$ cat src/sv/qpl_pkg.sv
package qpl_pkg;

    // quartic kernel, weights over 2^KERN_SHIFT, oldest tap first
    localparam int NTAPS = 5;
    localparam int KERN_LEFT  [NTAPS] = '{-45, 420, 1890, -252, 35};
    localparam int KERN_RIGHT [NTAPS] = '{35, -252, 1890, 420, -45};
    localparam int KERN_SHIFT = 11;
    localparam int KERN_ROUND = 1 << (KERN_SHIFT - 1);

    // limiter slope is carried in units of 2^-LIM_SHIFT
    localparam int LIM_SHIFT = 14;
    localparam int LIM_ROUND = 1 << (LIM_SHIFT - 1);

    // stored window and its fill count
    localparam int WIN_TAPS = NTAPS - 1;
    localparam int FILL_BITS = 3;
    localparam logic [FILL_BITS-1:0] FILL_FULL = FILL_BITS'(WIN_TAPS);

    // queue between front and back
    localparam int QDEPTH = 4;
    localparam int QPTR_BITS = $clog2(QDEPTH);
    localparam int QCNT_BITS = $clog2(QDEPTH + 1);

    // configuration
    localparam int COEFF_BITS = 16;
    localparam logic [COEFF_BITS-1:0] COEFF_RESET = 16'd8192;
    localparam int CFG_IDX_BITS = 1;

    typedef enum logic [CFG_IDX_BITS-1:0] {
        CFG_MONO_EN    = 1'b0,
        CFG_MONO_COEFF = 1'b1
    } t_cfg_index;

    typedef struct packed {
        logic                  mono_en;
        logic [COEFF_BITS-1:0] coeff;
    } t_cfg;

    typedef struct packed {
        logic full;
        logic empty;
    } t_q_flags;

endpackage

$ cat src/sv/qpl_front.sv
module qpl_front #(
    parameter int S = 32
) (
    input  logic                        i_clk,
    input  logic                        i_rst_n,
    input  logic                        i_valid,
    input  logic [S-1:0]                i_sample,
    input  logic                        i_row_start,
    input  logic                        i_space,
    output logic                        o_ready,
    output logic                        o_push,
    output logic [qpl_pkg::NTAPS*S-1:0] o_entry
);
    import qpl_pkg::*;

    logic [S-1:0]           r_win [WIN_TAPS];
    logic [FILL_BITS-1:0]   r_fill;
    logic [FILL_BITS-1:0]   n_fill;
    logic                   w_accept;

    assign o_ready  = i_space;
    assign w_accept = i_valid && i_space;
    // a row start discards whatever the window held
    assign o_push   = w_accept && !i_row_start && (r_fill == FILL_FULL);

    always_comb begin
        for (int i = 0; i < WIN_TAPS; i++) begin
            o_entry[i*S +: S] = r_win[i];
        end
        o_entry[WIN_TAPS*S +: S] = i_sample;
    end

    always_comb begin
        n_fill = r_fill;
        if (w_accept) begin
            if (i_row_start) begin
                n_fill = FILL_BITS'(1);
            end else if (r_fill != FILL_FULL) begin
                n_fill = r_fill + 1'b1;
            end
        end
    end

    always_ff @(posedge i_clk) begin
        if (!i_rst_n) begin
            r_fill <= '0;
        end else begin
            r_fill <= n_fill;
        end
    end

    always_ff @(posedge i_clk) begin
        if (w_accept) begin
            for (int i = 0; i < WIN_TAPS - 1; i++) begin
                r_win[i] <= r_win[i+1];
            end
            r_win[WIN_TAPS-1] <= i_sample;
        end
    end

endmodule

$ cat config.mk
export PLATFORM = sky130hd
export DESIGN_NAME = qpl_front
export DESIGN_NICKNAME = d
export VERILOG_FILES = /design/src/sv/qpl_pkg.sv /design/src/sv/qpl_front.sv
export SDC_FILE = /design/constraint.sdc
export NUM_CORES = 1
export LEC_CHECK = 0
export BUFFER_PORTS_ARGS = -buffer_cell sky130_fd_sc_hd__buf_2
export CORE_ASPECT_RATIO = 0.5
export CORE_MARGIN = 8
export CORE_UTILIZATION = 30
export DETAILED_ROUTE_END_ITERATION = 12
export GPL_TIMING_DRIVEN = 0
export HOLD_SLACK_MARGIN = 0.03
export PLACE_DENSITY = 0.56
export SLEW_MARGIN = 30
export SYNTH_ARGS = -nofsm -noshare
export SYNTH_HDL_FRONTEND = slang
export SYNTH_SLANG_ARGS = --single-unit
$ cat constraint.sdc
create_clock -name i_clk -period 4.3 [get_ports i_clk]
set_input_delay 0.215 -clock i_clk [delete_from_list [all_inputs] [get_ports i_clk]]
set_output_delay 0.215 -clock i_clk [all_outputs]
set_load 0.01 [all_outputs]
After elaboration in Yosys (flattened, before gate mapping). Memories as Yosys holds them, arrays and structs flattened. Index checks and enable logic that the tools add are counted.

Equality and inequality tests: 2. Add/sub/neg operators: 1. Reductions and logical operators: 6. Multiplexer cells: 4.

Operators by type and width (count): 2-to-1 mux 3 bit (2); adder 3 x 1 -> 3 bit (second input constant) (1); == test 3 bit (second input constant) (1); logical AND 1 bit (3); inequality test 3 bit (second input constant) (1); 2-to-1 mux 1 bit (2); AND reduction 2 bit (1); nonzero test 2 bit (1); logical NOT 1 bit (1).

Logic and storage cells: 15. Bits in writable memories: 128. Memories: 1. Register bits: 3.

Memories: r_win (words 4, bits a word 32, rd ports 4, clocked after memory_dff 0, wr ports 4, line qpl_front.sv:16) `logic [S-1:0] r_win [WIN_TAPS];`.

Logic depth before layout (Yosys ltp).
Depth after elaboration: 3. Depth in mapped cells: 5. Gate-level depth less buffers: 5.

Worst setup path after synthesis. No wires, ideal clock.

Path kind: input-to-reg. Start point: input port i_valid. End point: register r_fill[2]. Arrival time: 3255 ps. Stages on the path: 4. Setup slack: 959 ps. Path buffers: 0. Required time: 4214 ps. Cell sequence: nand2_1 inv_1 a21oi_1 nor3_1.

Cells in the longest elaborated chain, start to end: 2.

RTL lines: start, declared (line qpl_front.sv:6) `input logic i_valid,`; logical AND 1 bit (line qpl_front.sv:22) `assign w_accept = i_valid && i_space;`; via w_accept (line qpl_front.sv:19) `logic w_accept;`; AND reduction 2 bit (no line); end signal, assigned (line qpl_front.sv:48) `r_fill <= n_fill;`; end, declared (line qpl_front.sv:17) `logic [FILL_BITS-1:0] r_fill;`.

The timed path passes the listed nets, and every way through them passes these cells. A chain may end at the register's enable or synchronous reset.

Final worst setup path.
Start point: register r_fill[0]. End point: output port o_push.

Cells in the longest elaborated chain, start to end: 2.

RTL lines: == test 3 bit (line qpl_front.sv:24) `assign o_push = w_accept && !i_row_start && (r_fill == FILL_FULL);`; logical AND 1 bit (line qpl_front.sv:24); end, declared (line qpl_front.sv:11) `output logic o_push,`.

Every way passes these cells.

==> summary.txt <==
Route
  • WL final: about 10 mm
  • Routed vias/inst: between 3 and 4
  • Number of DRC markers in iteration 0: 85
  • Drt drc: 0
  • Vias: between 2000 and 2500
  • TritonRoute pass-1 iters: 4
  • Routed Antenna Nets: 0
  • DR WL/cell: ~16 µm

Worst setup path
  • Worst Path Max Fanout: 3
  • Startpoint Class: flop
  • Slowest CP cell: dfxtp_1
  • Worst path cell trace: inv_1 -> ha_1 -> nand2_1 -> nor3_1 -> buf_2
  • CP endpoint kind: primary output
  • CP max stage delay: 340 ps
  • Start point of the critical path: r_fill[0]
  • Crit path buf inv count: 2
  • Crit Path Category: flop to primary output
  • Data arrival time of the worst path: 1410 ps
  • CP top delay family: flip-flops
  • Reg-to-reg startpoint: r_fill[0]
  • Required @ worst endpoint: 4090 ps

Floorplan
  • Die W: between 150 and 200 µm
  • Core footprint: ~14000 µm²
  • Site row count: 30
  • Die Ht: 100 µm
  • Initial Utilization: 31.2%
  • Die area: between 15000 and 20000 µm²
  • I/O pins: between 150 and 200

CTS
  • Clk_lat worst skew: 400 ps
  • Clk root buf: clkbuf_16
  • CTS resizes: 0
  • Post-cts hold buffer count: 32
  • CTS H-Tree Depth: 4
  • Clock sink count: 131
  • CTS max path bufs: 2
  • Post-CTS setup repair buffer count: 0
  • Clock transition at path regs: around 60 ps
  • TritonCTS clock tree: done
  • Total CTS buffers: 17

Final layout
  • Post-Route Utilization: a little under half
  • Final nets: between 400 and 500
  • ANT cells: 0
  • Area of the multi-input gates: roughly 110 µm²
  • Final Cell Area: ~6400 µm²
  • Fillers: 1220
  • Layout cell share with drive strength beyond 1: ~59%
  • FF+latch area: between 3000 and 4000 µm²
  • Synthesis-to-layout area growth: 50.4%

STA
  • RSZ-0062 raised after global routing: no
  • Endpoints failing hold: 0
  • Measured slew at the worst slew-check pin: approximately 450 ps
  • Pins over their slew limit: 0
  • Final setup skew: roughly 6.1 ps
  • Rel. slew slack: between 70% and 80%
  • Min Tclk post-route: around 1600 ps
  • Fmax: between 0.6 and 0.7 GHz
  • Setup TNS: 0 ps
  • Final setup fails: 0
  • Period Utilization, post-route: between 30% and 40%
  • Hold WS: ~100 ps

Synth
  • Top cells by count, synth: 128 x edfxtp_1, 33 x buf_4, 5 x inv_1
  • Main synth FF type: edfxtp_1
  • Syn nets: between 200 and 250
  • Area leader, netlist: edfxtp_1
  • Count leader, synth: edfxtp_1
  • Register area share after synthesis: a little over 90%
  • Post-Synthesis Cells: between 150 and 200
  • Synth top area cells: edfxtp_1 90%, buf_4 5.8%, dfxtp_1 1.4%
  • FF+latch count, synth: between 100 and 150
  • Distinct cells, synth: 15
  • Post-synth EDFFs: ~130
  • Synth top area share: between 80% and 90%
  • YS warnings: 0
  • Syn avg cell area: between 20 and 25 µm²
  • Synthesized area: ~4300 µm²
  • Asr flop ratio synth: 0%

Status
  • Status: complete, no violations

Min path
  • Hold WC Path Type: input port to flop
  • Worst hold start: i_rst_n

Place
  • Area post-placement: 5550 µm²
  • GPL Wtd Cong: about 0.7
  • I/O Buffers: 198
  • HPWL Detailed: roughly 7 mm

GRT
  • All-Layer GR Usage: 10.4%
  • Initial antenna violation count: 0
  • Overflow after GRT: 0
  • Pin count of the biggest net entering global routing: 71
  • First-pass GRT wire length: 14.5 mm
  • Vias in the first global route: about 2600

Job
  • Max-Cap Viols: 0

Power and ir drop
  • Peak VDD IR: between 0.2 and 0.25 mV
  • Pwr/cell area: around 470 nW/µm²
  • Pleak: around 2.6 nW
  • Total Power: 3.06 mW
routing by layer:
| layer | wire (µm) | up-vias | GRT usage (%) |
|---|---|---|---|
| met3 | 600 | 10 | 3.56 |
| met5 | 0 | - | 0 |
| li1 | - | 1184 | - |
| met2 | 5800 | 78 | 20.4 |
| met4 | 119 | 0 | 4.71 |
| met1 | 3520 | 1195 | 9.71 |
final cells by class:
class                      count  area share, %
clock inverter                14           2.18
buffer                        33           3.85
timing repair buffer         231           20.8
inverter                       5          0.408
sequential                   131           60.6
multi-input combinational     16           1.73
tap                          192           3.73
clock buffer                  18           6.67
cells by family after synthesis:
family,share of synthesized area [%]
simple gates,1.02
fa+ha+maj,0.584
compound gates,0.993
buf+inv,6.22
flops,91.2
through the flow:
| step | worst slack (ps) | instances |
|---|---|---|
| floorplan | 959 | 185 |
| global placement | -314 | 575 |
| detailed placement | 2630 | 576 |
| CTS | 2640 | 640 |
| global route | 2570 | 640 |
| finish | 2670 | 640 |
path summary, 6_finish.rpt:
path         slack [ps]      endpoint  depth (start not counted)
max                2670        o_push                          5
min                 100     r_fill[1]                          3
max reg2reg        2960     r_fill[0]                          5
min reg2reg         440  r_win[1][31]                          0
worst register-to-register path, cell delays in order (launching register included):
cell	delay, ps
dfxtp_1	370
inv_1	80
ha_1	230
and3b_1	190
o21a_1	180
a311oi_2	220
cell usage in the layout (no fill, tap or decap), drive strengths merged:
cell type,synthesis,final
buf,33,232
edfxtp,128,128
dlygate4sd3,0,32
clkbuf,0,18
inv,5,13
clkinvlp,0,5
a21oi,3,3
dfxtp,3,3
nand2,2,2
nor3,2,2
ha,2,2
and3b,1,1
o21ai,1,1
nand4,1,1
nor2,1,1
o21a,1,1
a311oi,1,1
nand3b,1,1
bufinv,0,1
sequential cells by signal (all words and copies together), names as in the netlist:
| register | cells |
|---|---|
| r_win | 128 |
| r_fill | 3 |
report_power, final:
group | total [mW] | internal [mW] | switching [mW] | leakage (nW)
clock | 1.38 | 0.812 | 0.566 | 0.263
combinational | 0.198 | 0.0942 | 0.104 | 1.15
sequential | 1.48 | 1.46 | 0.0193 | 1.23
Power figures use the tool's default switching activity.
