===== src/sv/qpl_pkg.sv =====
package qpl_pkg;

    // quartic kernel, weights over 2^KERN_SHIFT, oldest tap first
    localparam int NTAPS = 5;
    localparam int KERN_LEFT  [NTAPS] = '{-45, 420, 1890, -252, 35};
    localparam int KERN_RIGHT [NTAPS] = '{35, -252, 1890, 420, -45};
    localparam int KERN_SHIFT = 11;
    localparam int KERN_ROUND = 1 << (KERN_SHIFT - 1);

    // limiter slope is carried in units of 2^-LIM_SHIFT
    localparam int LIM_SHIFT = 14;
    localparam int LIM_ROUND = 1 << (LIM_SHIFT - 1);

    // stored window and its fill count
    localparam int WIN_TAPS = NTAPS - 1;
    localparam int FILL_BITS = 3;
    localparam logic [FILL_BITS-1:0] FILL_FULL = FILL_BITS'(WIN_TAPS);

    // queue between front and back
    localparam int QDEPTH = 4;
    localparam int QPTR_BITS = $clog2(QDEPTH);
    localparam int QCNT_BITS = $clog2(QDEPTH + 1);

    // configuration
    localparam int COEFF_BITS = 16;
    localparam logic [COEFF_BITS-1:0] COEFF_RESET = 16'd8192;
    localparam int CFG_IDX_BITS = 1;

    typedef enum logic [CFG_IDX_BITS-1:0] {
        CFG_MONO_EN    = 1'b0,
        CFG_MONO_COEFF = 1'b1
    } t_cfg_index;

    typedef struct packed {
        logic                  mono_en;
        logic [COEFF_BITS-1:0] coeff;
    } t_cfg;

    typedef struct packed {
        logic full;
        logic empty;
    } t_q_flags;

endpackage


===== src/sv/qpl_queue.sv =====
module qpl_queue #(
    parameter int WIDTH = 160
) (
    input  logic              i_clk,
    input  logic              i_rst_n,
    input  logic              i_push,
    input  logic [WIDTH-1:0]  i_data,
    input  logic              i_pop,
    output logic [WIDTH-1:0]  o_data,
    output qpl_pkg::t_q_flags o_flags
);
    import qpl_pkg::*;

    logic [WIDTH-1:0]     r_mem [QDEPTH];
    logic [QPTR_BITS-1:0] r_wr;
    logic [QPTR_BITS-1:0] r_rd;
    logic [QCNT_BITS-1:0] r_cnt;
    logic [QPTR_BITS-1:0] n_wr;
    logic [QPTR_BITS-1:0] n_rd;
    logic [QCNT_BITS-1:0] n_cnt;

    assign o_flags.full  = (r_cnt == QCNT_BITS'(QDEPTH));
    assign o_flags.empty = (r_cnt == '0);
    assign o_data        = r_mem[r_rd];

    always_comb begin
        n_wr  = r_wr;
        n_rd  = r_rd;
        n_cnt = r_cnt;
        if (i_push) begin
            n_wr = (r_wr == QPTR_BITS'(QDEPTH - 1)) ? '0 : r_wr + 1'b1;
        end
        if (i_pop) begin
            n_rd = (r_rd == QPTR_BITS'(QDEPTH - 1)) ? '0 : r_rd + 1'b1;
        end
        if (i_push && !i_pop) begin
            n_cnt = r_cnt + 1'b1;
        end else if (i_pop && !i_push) begin
            n_cnt = r_cnt - 1'b1;
        end
    end

    always_ff @(posedge i_clk) begin
        if (!i_rst_n) begin
            r_wr  <= '0;
            r_rd  <= '0;
            r_cnt <= '0;
        end else begin
            r_wr  <= n_wr;
            r_rd  <= n_rd;
            r_cnt <= n_cnt;
        end
    end

    always_ff @(posedge i_clk) begin
        if (i_push) begin
            r_mem[r_wr] <= i_data;
        end
    end

    a_cnt_bound: assert property (@(posedge i_clk) disable iff (!i_rst_n)
        r_cnt <= QCNT_BITS'(QDEPTH))
        else $error("queue count above depth");

    a_empty_ptrs: assert property (@(posedge i_clk) disable iff (!i_rst_n)
        (r_cnt == '0) |-> (r_wr == r_rd))
        else $error("empty queue with pointers apart");

endmodule


===== config.mk =====
export PLATFORM = sky130hd
export DESIGN_NAME = qpl_queue
export DESIGN_NICKNAME = d
export VERILOG_FILES = /design/src/sv/qpl_pkg.sv /design/src/sv/qpl_queue.sv
export SDC_FILE = /design/constraint.sdc
export NUM_CORES = 1
export LEC_CHECK = 0
export BUFFER_PORTS_ARGS = -buffer_cell sky130_fd_sc_hd__buf_4
export CORE_ASPECT_RATIO = 0.75
export CORE_UTILIZATION = 42
export CTS_CLUSTER_SIZE = 30
export DETAILED_ROUTE_END_ITERATION = 16
export PLACE_DENSITY = 0.64
export SLEW_MARGIN = 40
export SYNTH_ARGS = -nofsm -noshare
export SYNTH_HDL_FRONTEND = slang
export SYNTH_SLANG_ARGS = --single-unit

===== constraint.sdc =====
create_clock -name i_clk -period 5.5 [get_ports i_clk]
set_input_delay 0.825 -clock i_clk [delete_from_list [all_inputs] [get_ports i_clk]]
set_output_delay 0.825 -clock i_clk [all_outputs]
set_load 0.01 [all_outputs]

After elaboration in Yosys (flattened, before gate mapping) --
Memory sizes are Yosys's and may differ from the RTL's. A register that Yosys moved wholly into a read port is not among the register bits. Index checks and enable logic that the tools add are counted.
Storage, ports and cells: memory bits (writable) 640, memories kept 1, word-level logic and storage cells 25, output and inout bits 162, register bits 7, input bits 164
Memory list:
- r_mem | words 4, width 160, read ports 1, clocked after Yosys merged registers in 1, wr ports 1, RTL line qpl_queue.sv:14 | logic [WIDTH-1:0] r_mem [QDEPTH];
Operators by class: mux-type cells 8, eq/ne operators 3, reductions and logical operators 6, add/subtract/negate cells 4
Operator list (count):
- $mux W2 | 4
- $mux W3 | 2
- $add A2 B1 Y2 const B | 2
- $eq A2 B2 Y1 const B | 2
- $add A3 B1 Y3 const B | 1
- $eq A3 B3 Y1 const B | 1
- $logic_not A3 Y1 | 1
- $sub A3 B1 Y3 const B | 1
- $logic_and A1 B1 Y1 | 2
- $logic_not A1 Y1 | 2
- $mux W1 | 2
- $reduce_bool A2 Y1 | 1

Logic depth before layout (Yosys ltp) --
Gate-level depths: netlist of the first run.
word-level depth 4, mapped depth 7, gate-level depth less buffers 7

Worst setup path before layout of the first run --
Ideal clock, no wire load.
path kind input port to flip-flop, start input i_push, end memory r_mem[0][0] (enable), arrival 4471 ps, required time 4962 ps, stages 1, library setup time 538 ps, slack 490 ps, buffers on the path 0, cells stage by stage and2_1
On the way: longest elaborated chain between the ends 2
RTL lines:
- from (decl) | RTL line qpl_queue.sv:6 | input logic i_push,
- $mux W1 | RTL line qpl_queue.sv:56 | if (i_push) begin
- $mux W1 (implied by the code) | RTL line qpl_queue.sv:57 | r_mem[r_wr] <= i_data;
- to (decl) | RTL line qpl_queue.sv:14
No other way between the ends.

==> results of run 1 <==
state kept, by name, indices dropped and copies added, names as in the netlist, named ones only:
signal and cells:
r_cnt 3, r_mem 640, r_rd 2, r_wr 2
where the power goes:
group          internal [mW]  leakage, nW  switching (mW)
combinational          0.524         2.71           0.498
sequential              5.67         5.95          0.0624
clock                   2.25        0.929            1.74
total                   8.45         9.60            2.30
critical path, cell delays in order, from the launching register on:
cell	delay [ps]
dfxtp_4	770
buf_4	550
mux4_2	400
buf_4	160
layer usage:
| metal | track usage, % | wire length (um) | part of all wire, % |
|---|---|---|---|
| met1 | 20.5 | 18300 | 41 |
| met5 | 0 | 47 | 0.11 |
| met2 | 24.0 | 21100 | 47 |
| met3 | 6.22 | 4250 | 9.5 |
| met4 | 3.79 | 743 | 1.7 |
through the flow:
stage / area, sq um / utilization [%] / hold slack (ps) / setup WS (ps)
finish: 28800 / 52.5 / 407 / 2100
global route: 28800 / 52.5 / 370 / 1980
CTS: 28800 / 52.5 / 364 / 2010
detailed placement: 26900 / 49.0 / 503 / 2680
global placement: 26800 / 48.9 / 494 / 2410
floorplan: 23500 / - / 472 / 490
cells by family (layout without fill, tap and decap cells):
group,count (synthesis),after routing,share of synthesized area [%]
other cells,0,1,0
mux,164,164,15.5
compound gates,3,3,0.0851
xor+xnor,2,2,0.0745
flops,649,649,82.5
fa+ha+maj,7,7,0.404
buf+inv,40,462,1.09
simple gates,15,15,0.383
cell usage in the layout, fill, tap and decap left out, types with 5 or more instances in the layout:
cell type / count
edfxtp_1: 640
buf_4: 334
mux4_2: 160
clkbuf_16: 61
clkinv_1: 20
clkinv_2: 14
buf_12: 11
dfxtp_1: 7
ha_1: 6
clkbuf_1: 6
nor2b_1: 5
bufinv_16: 5
final cells by class:
type,count,area (sq um),area share [%]
antenna,1,2.50,0.00868
clock buffer,67,1550,5.37
clock inverter,46,352,1.22
inverter,4,15.0,0.0521
multi-input combinational,191,3880,13.4
sequential,649,19400,67.3
tap,722,903,3.13
timing repair buffer,345,2730,9.46
final timing paths:
kind / startpoint / end / slack [ps]
min reg2reg: r_cnt[2] / r_cnt[2] / 510
max: flip-flop / o_data[102] / 2100
max reg2reg: r_wr[0] / r_mem[3][102] / 3270
min: i_data[138] / r_mem[3][138] / 410
==> results by group, run 1 <==
Timing
  – Clk_skew: 16.3 ps
  – Worst-margin pin slew: 672 ps
  – Setup Viol. Count Final: 0
  – Fmax: approximately 290 MHz
  – Fin crit period: 3400 ps
  – Setup TNS: 0 ps
  – Final Hold Viols: 0
  – Slew margin rel.: 55.2%
  – Unrepaired setup endpoints after global routing: false
  – Max Slew Vio Count: 0
  – Final Cycle Share: approximately 60%

Detailed routing
  – WL final: 44500 um
  – Routed len/inst: 22.0 um
  – Detailed-route via count: 10400
  – # DRC: 0
  – Drt first pass iters: 5
  – DR iter-0 viols: 800
  – Final ANT Viol Nets: 0
  – Via/cell ratio: 5.12

Global routing
  – Vias in the first global route: 10800
  – Initial antenna violation count: 5
  – First-pass GRT wire length: between 60000 and 70000 um
  – Gr ovfl total: 0
  – Total global-route track usage: between 10% and 20%
  – Largest net degree at the start of global routing: 88

Min path
  – Min-Delay Path Class: in -> reg
  – Hold path depth: 1

Placement
  – # placed instances: 1911
  – Port Buffers: 325
  – Placer Congestion: 0.688
  – HPWL after detailed placement: 26500 um

Critical path
  – Worst path required time: 4680 ps
  – Setup crit end kind: output pin
  – Critical Path Start Type: flip-flop
  – Worst Reg-to-Reg Cells: 4
  – Critical path fanouts, max: 42
  – Data arrival, critical path: ~2600 ps
  – Setup CP Type: reg -> out

Layout
  – Fill count: 4261
  – Final Non-Filler Cells: 2025
  – Total Nets Final: about 1400
  – Area grow syn2layout: 22.6%
  – Share of layout cells above drive strength 1: 45.9%

Logic synthesis
  – Post-synth top area share: around four fifths
  – Mapped Area: 23500 sq um
  – Syn avg cell area: 26.7 sq um
  – Post-synth top area cell: edfxtp_1
  – Post-synth ARST share: 0%
  – Sequential area share after synthesis: 82.5%
  – Syn_nets: between 1000 and 1500
  – Largest cells by area after synthesis: edfxtp_1, mux4_2, dfxtp_1, buf_6, buf_2
  – Prevailing post-synth register cell: edfxtp_1
  – Synthesis-stage register bit count: 649
  – Most frequent cell after synthesis: edfxtp_1
  – Synth unique cells: 21
  – Synth warn: 0
  – Syn Inst Count: 880
  – Top post-synthesis cells by count: edfxtp_1, mux4_2, buf_2
  – Number of synthesized flops with an enable pin: 640

CTS
  – Reg clk slew, reported paths: 60 ps
  – H-Tree Depth: 2
  – Hold_buf cts: 0
  – Total CTS buffers: 60
  – CTS tree: done
  – Clock Latency Late Sink: 600 ps
  – Post-CTS sizing: 0
  – Worst-case clock buffer depth: 3
  – Postcts setup bufs: 0
  – CTS Root Cell: clkbuf_16
  – Sink Count: 649

Flow run
  – MaxCap Viol Count: 0

Floorplan
  – # IOs: 326
  – Initial Utilization: 42.8%
  – Die X: 275 um
  – Die height: 207 um
  – Die area: 57000 sq um
  – Placeable Area: 54900 sq um
  – Row count: 74

Power and ir drop
  – VDD IR-drop max: approximately 250 uV
  – Power per cell area: 373 nW/um^2
  – Leakage Power: 9.60 nW
  – Overall power: ~11 mW

Run status
  – Outcome: complete, no violations
(Power assumes the default switching activity.)
==> run 2, diff against run 1 <==
Clock period 5.5 ns to 3.2 ns, I/O delays scaled along.
==> run 2 against run 1 <==
Compared with the run above:
- hold slack lost 350 ps
- core utilization grew 0.44 points
- power grew 72%
- largest cell class unchanged
- highest routed layer unchanged
==> results by group, run 2 (same netlist as run 1, synthesis figures left out) <==
Placement
  – Port Buffers: 325
  – Dpl ws: 857 ps
  – HPWL after detailed placement: 28900 um
  – # placed instances: 1937
  – Post-DP Area: 27200 sq um
  – Placer Congestion: 0.714

CTS
  – Hold_buf cts: 0
  – Post-CTS sizing: 0
  – CTS Root Cell: clkbuf_16
  – Total CTS buffers: 60
  – Worst-case clock buffer depth: 3
  – CTS tree: done
  – Clock Latency Late Sink: 620 ps
  – Reg clk slew, reported paths: 60 ps
  – H-Tree Depth: 2
  – Sink Count: about 650
  – Postcts setup bufs: 0

Layout
  – Total Nets Final: 1448
  – Leading cell type in the layout, fill and taps excluded: edfxtp_1
  – Largest regs: r_mem: 640 flops, r_cnt: 3 flops
  – Largest register by flop count: r_mem
  – Sequential cell area: 19400 sq um
  – Most frequent cells in the layout: edfxtp_1, buf_4, mux4_2
  – Area occupied by multi-input gates: 3880 sq um
  – Area grow syn2layout: 23.6%
  – Post-route cell area: slightly below 30000 sq um
  – Fill count: 4217
  – Max FFs per register: 640
  – Final Non-Filler Cells: approximately 2000
  – Share of layout cells above drive strength 1: a little under half

Floorplan
  – Initial Utilization: 42.8%
  – Die area: 57000 sq um
  – Row count: 74
  – Die X: 275 um
  – Placeable Area: between 50000 and 60000 sq um
  – # IOs: 326
  – Die height: 207 um

Min path
  – Min-Delay Path Class: in -> reg
  – Hold path depth: 1

Power and ir drop
  – Leakage Power: between 9 and 10 nW
  – Int Power: 14.5 mW
  – Power per cell area: approximately 640 nW/um^2
  – Overall power: roughly 18 mW
  – VDD IR-drop max: 409 uV
  – Sw Ratio: 21.3%
  – Switch Pwr: 3.94 mW
  – Logic gate share of total power: about a tenth
  – Clock share of power: a little under two fifths
  – Sequential power share: 53.2%

Timing
  – Slew margin rel.: 52.2%
  – Max Slew Vio Count: 0
  – Final Hold Viols: 0
  – Setup TNS: 0 ps
  – Setup Viol. Count Final: 0
  – Clk_skew: 21.4 ps
  – Unrepaired setup endpoints after global routing: false
  – Worst-margin pin slew: 717 ps
  – Final Cycle Share: around nine tenths
  – Fmax: around 340 MHz
  – Fin crit period: 2940 ps
  – Setup slack after layout: 261 ps

Detailed routing
  – WL final: 45900 um
  – Final ANT Viol Nets: 0
  – Via/cell ratio: 5.15
  – Detailed-route via count: 10500
  – Routed len/inst: 22.4 um
  – # DRC: 0
  – Drt first pass iters: 4
  – DR iter-0 viols: 730

Critical path
  – Setup crit end kind: output pin
  – Setup CP Type: reg -> out
  – Data arrival, critical path: 2460 ps
  – Worst path required time: 2720 ps
  – Critical Path Start Type: flip-flop
  – Critical path fanouts, max: 54
  – Worst Reg-to-Reg Cells: 3

Global routing
  – First-pass GRT wire length: 67500 um
  – Total global-route track usage: 16.0%
  – Vias in the first global route: 11000
  – Initial antenna violation count: 3
  – Largest net degree at the start of global routing: 55
  – Gr ovfl total: 0

Flow run
  – MaxCap Viol Count: 0

Run status
  – Outcome: complete, no violations
-- run 2: path summary, 6_finish.rpt --
kind / from / end / slack (ps)
hold reg to reg: r_cnt[2] / r_cnt[2] / 510
setup / recovery: flip-flop / o_data[49] / 260
setup reg to reg: r_wr[0] / r_mem[3][105] / 1220
hold / removal: i_data[156] / r_mem[0][156] / 60
-- run 2: per-layer routing --
layer,share of wire [%],vias to the layer above,track usage (%),wire length [um]
li1,-,4626,-,-
met1,43,5537,22.2,19500
met2,47,300,24.8,21800
met3,8.4,70,5.16,3840
met4,1.6,4,3.91,738
met5,0.059,-,0,27
-- run 2: power groups by stage --
stage	clock, mW	sequential (mW)	combinational [mW]
final	6.82	9.84	1.82
after detailed placement	0	10.0	1.87
after global placement	0	10.0	1.84
after global routing	7.32	9.87	1.96
after CTS	7.01	9.85	1.87
after floorplan	0	10.0	0.901
-- run 2: critical path, cell delays in order, from the launching register on --
cell,delay [ps]
dfxtp_4,550
buf_12,380
mux4_2,620
buf_4,170
-- run 2: through the flow --
step                utilization, %  hold WS [ps]
finish                        52.9          56.7
CTS                           52.9          13.2
floorplan                        -           472
global placement              49.5           493
global route                  52.9          21.3
detailed placement            49.5           501
-- run 2: area by class of cell --
| cell class | count | area share, % |
|---|---|---|
| Antenna cell | 1 | 0.00861 |
| Clock buffer | 87 | 5.62 |
| Tap cell | 722 | 3.11 |
| Inverter | 4 | 0.0516 |
| Sequential cell | 649 | 66.8 |
| Clock inverter | 23 | 0.861 |
| Multi-Input combinational cell | 191 | 13.3 |
| Timing Repair Buffer | 371 | 10.3 |
==> run 3, diff against run 2 <==
Settings changed: RECOVER_POWER set to 100.
==> run 3 against run 2 <==
Compared with the run above:
- combinational power is 18% lower
- global-route usage stayed put
- power is 1.7% lower
- final cell count is 0.20% higher
- hold slack better by 59 ps
- non-clock buffer count stayed put
- core utilization is 2.5 points lower
- clock skew is 0.78 ps higher
- count of clock-buffer cells in the layout stayed put
- flip-flop and latch count stayed put
- critical path type unchanged
==> results by group, run 3 (same netlist as run 1, synthesis figures left out) <==
Critical path
  – Data arrival, critical path: around 2500 ps
  – Crit-path cells: buf_12 > mux4_2 > clkbuf_1
  – Max stage delay cell, worst path: dfxtp_2
  – Worst path required time: roughly 2700 ps
  – Critical path fanouts, max: 42
  – Critical Path Max Stage Delay: 900 ps
  – Critical Path Start Type: flip-flop
  – Setup crit end kind: output pin
  – Setup CP Type: reg -> out

Detailed routing
  – Routed len/inst: 22.3 um
  – Drt first pass iters: 4
  – Final ANT Viol Nets: 0
  – Detailed-route via count: 10600
  – DR iter-0 viols: 720
  – Via/cell ratio: 5.15
  – # DRC: 0
  – WL final: between 40000 and 50000 um

Power and ir drop
  – Leakage Power: roughly 8.5 nW
  – VDD IR-drop max: around 410 uV
  – Power per cell area: 655 nW/um^2

CTS
  – Reg clk slew, reported paths: 60 ps
  – Clock Latency Late Sink: 620 ps
  – CTS Root Cell: clkbuf_16
  – Hold_buf cts: 0
  – Sink Count: 649
  – Worst-case clock buffer depth: 3
  – Total CTS buffers: 60
  – Post-CTS sizing: 0
  – H-Tree Depth: 2
  – CTS tree: done
  – Postcts setup bufs: 0

Run status
  – Outcome: complete, no violations

Timing
  – Fin crit period: 2970 ps
  – Worst-margin pin slew: between 1000 and 1500 ps
  – Clk_skew: 22.2 ps
  – Max Slew Vio Count: 0
  – Setup TNS: 0 ps
  – Setup Viol. Count Final: 0
  – Hold slack: 116 ps
  – Fmax: 337 MHz
  – Slew margin rel.: 22.6%
  – Final Hold Viols: 0
  – Unrepaired setup endpoints after global routing: false
  – Final Cycle Share: between 90% and 100%

Layout
  – Leading cell type in the layout, fill and taps excluded: edfxtp_1
  – Largest regs: r_mem: 640 flops, r_cnt: 3 flops
  – Most frequent cells in the layout: edfxtp_1, clkbuf_1, mux4_2
  – Final Non-Filler Cells: 2052
  – Area grow syn2layout: 17.8%
  – Fill count: approximately 4500
  – Largest register by flop count: r_mem
  – Area occupied by multi-input gates: 3870 sq um
  – Share of layout cells above drive strength 1: about 22%
  – Total Nets Final: about 1400
  – Sequential cell area: 19400 sq um
  – Max FFs per register: 640

Floorplan
  – Die X: 275 um
  – Die height: 207 um
  – Die area: 57000 sq um
  – Row count: 74
  – # IOs: 326
  – Initial Utilization: a little over two fifths
  – Placeable Area: roughly 55000 sq um

Global routing
  – Gr ovfl total: 0
  – Total global-route track usage: between 10% and 20%
  – Largest net degree at the start of global routing: 55
  – Vias in the first global route: 11000
  – First-pass GRT wire length: 67500 um
  – Initial antenna violation count: 9

Flow run
  – MaxCap Viol Count: 0

Min path
  – Min-Delay Path Class: in -> reg

Placement
  – # placed instances: 1937
  – Placer Congestion: 0.714
  – Port Buffers: 325
  – HPWL after detailed placement: 28900 um
[run 3: cell count changes in the layout (fill, tap and decap cells not counted), sizes merged]
cell | before | now
clkbuf | 87 | 430
diode | 1 | 5
buf | 371 | 28
[run 3: worst max-delay path: cells and delay by family (launching register included)]
kind / cells / cell delay [ps]
flops: 1 / 900
buf+inv: 2 / 520
mux: 1 / 400
[run 3: path summary, 6_finish.rpt]
path | startpoint | to | slack [ps] | cells after the start
worst max-delay path | flip-flop | o_data[84] | 230 | 3
worst min-delay path | i_data[156] | r_mem[3][156] | 120 | 1
worst max register to register | r_wr[0] | r_mem[3][63] | 340 | 3
worst min register to register | r_cnt[2] | r_cnt[2] | 510 | 2
[run 3: layer usage]
layer	GRT usage (%)	up-vias	share of wire, %
met5	0	-	0.15
met4	3.91	10	1.7
met3	5.16	78	8.0
met2	24.8	276	47
met1	22.2	5582	43
li1	-	4632	-
[run 3: where the power goes]
| part | switching, mW | internal, mW |
|---|---|---|
| Combinational | 0.880 | 0.618 |
| Clock | 2.95 | 3.86 |
| Sequential | 0.0991 | 9.75 |
| Total | 3.93 | 14.2 |
[run 3: through the flow]
stage,setup WS (ps),utilization (%),area [sq um],power [mW]
CTS,175,52.9,29100,18.7
global placement,872,49.5,27200,11.8
global route,69.6,50.5,27700,18.8
floorplan,242,-,23500,10.9
finish,232,50.5,27700,18.2
detailed placement,857,49.5,27200,11.9
[run 3: area by class of cell]
| cell class | count | share of cell area (%) |
|---|---|---|
| Clock buffer | 87 | 5.89 |
| Timing Repair Buffer | 371 | 5.86 |
| Multi-Input combinational cell | 191 | 14.0 |
| Inverter | 4 | 0.0542 |
| Sequential cell | 649 | 70.0 |
| Clock inverter | 23 | 0.903 |
| Antenna cell | 5 | 0.0451 |
| Tap cell | 722 | 3.26 |
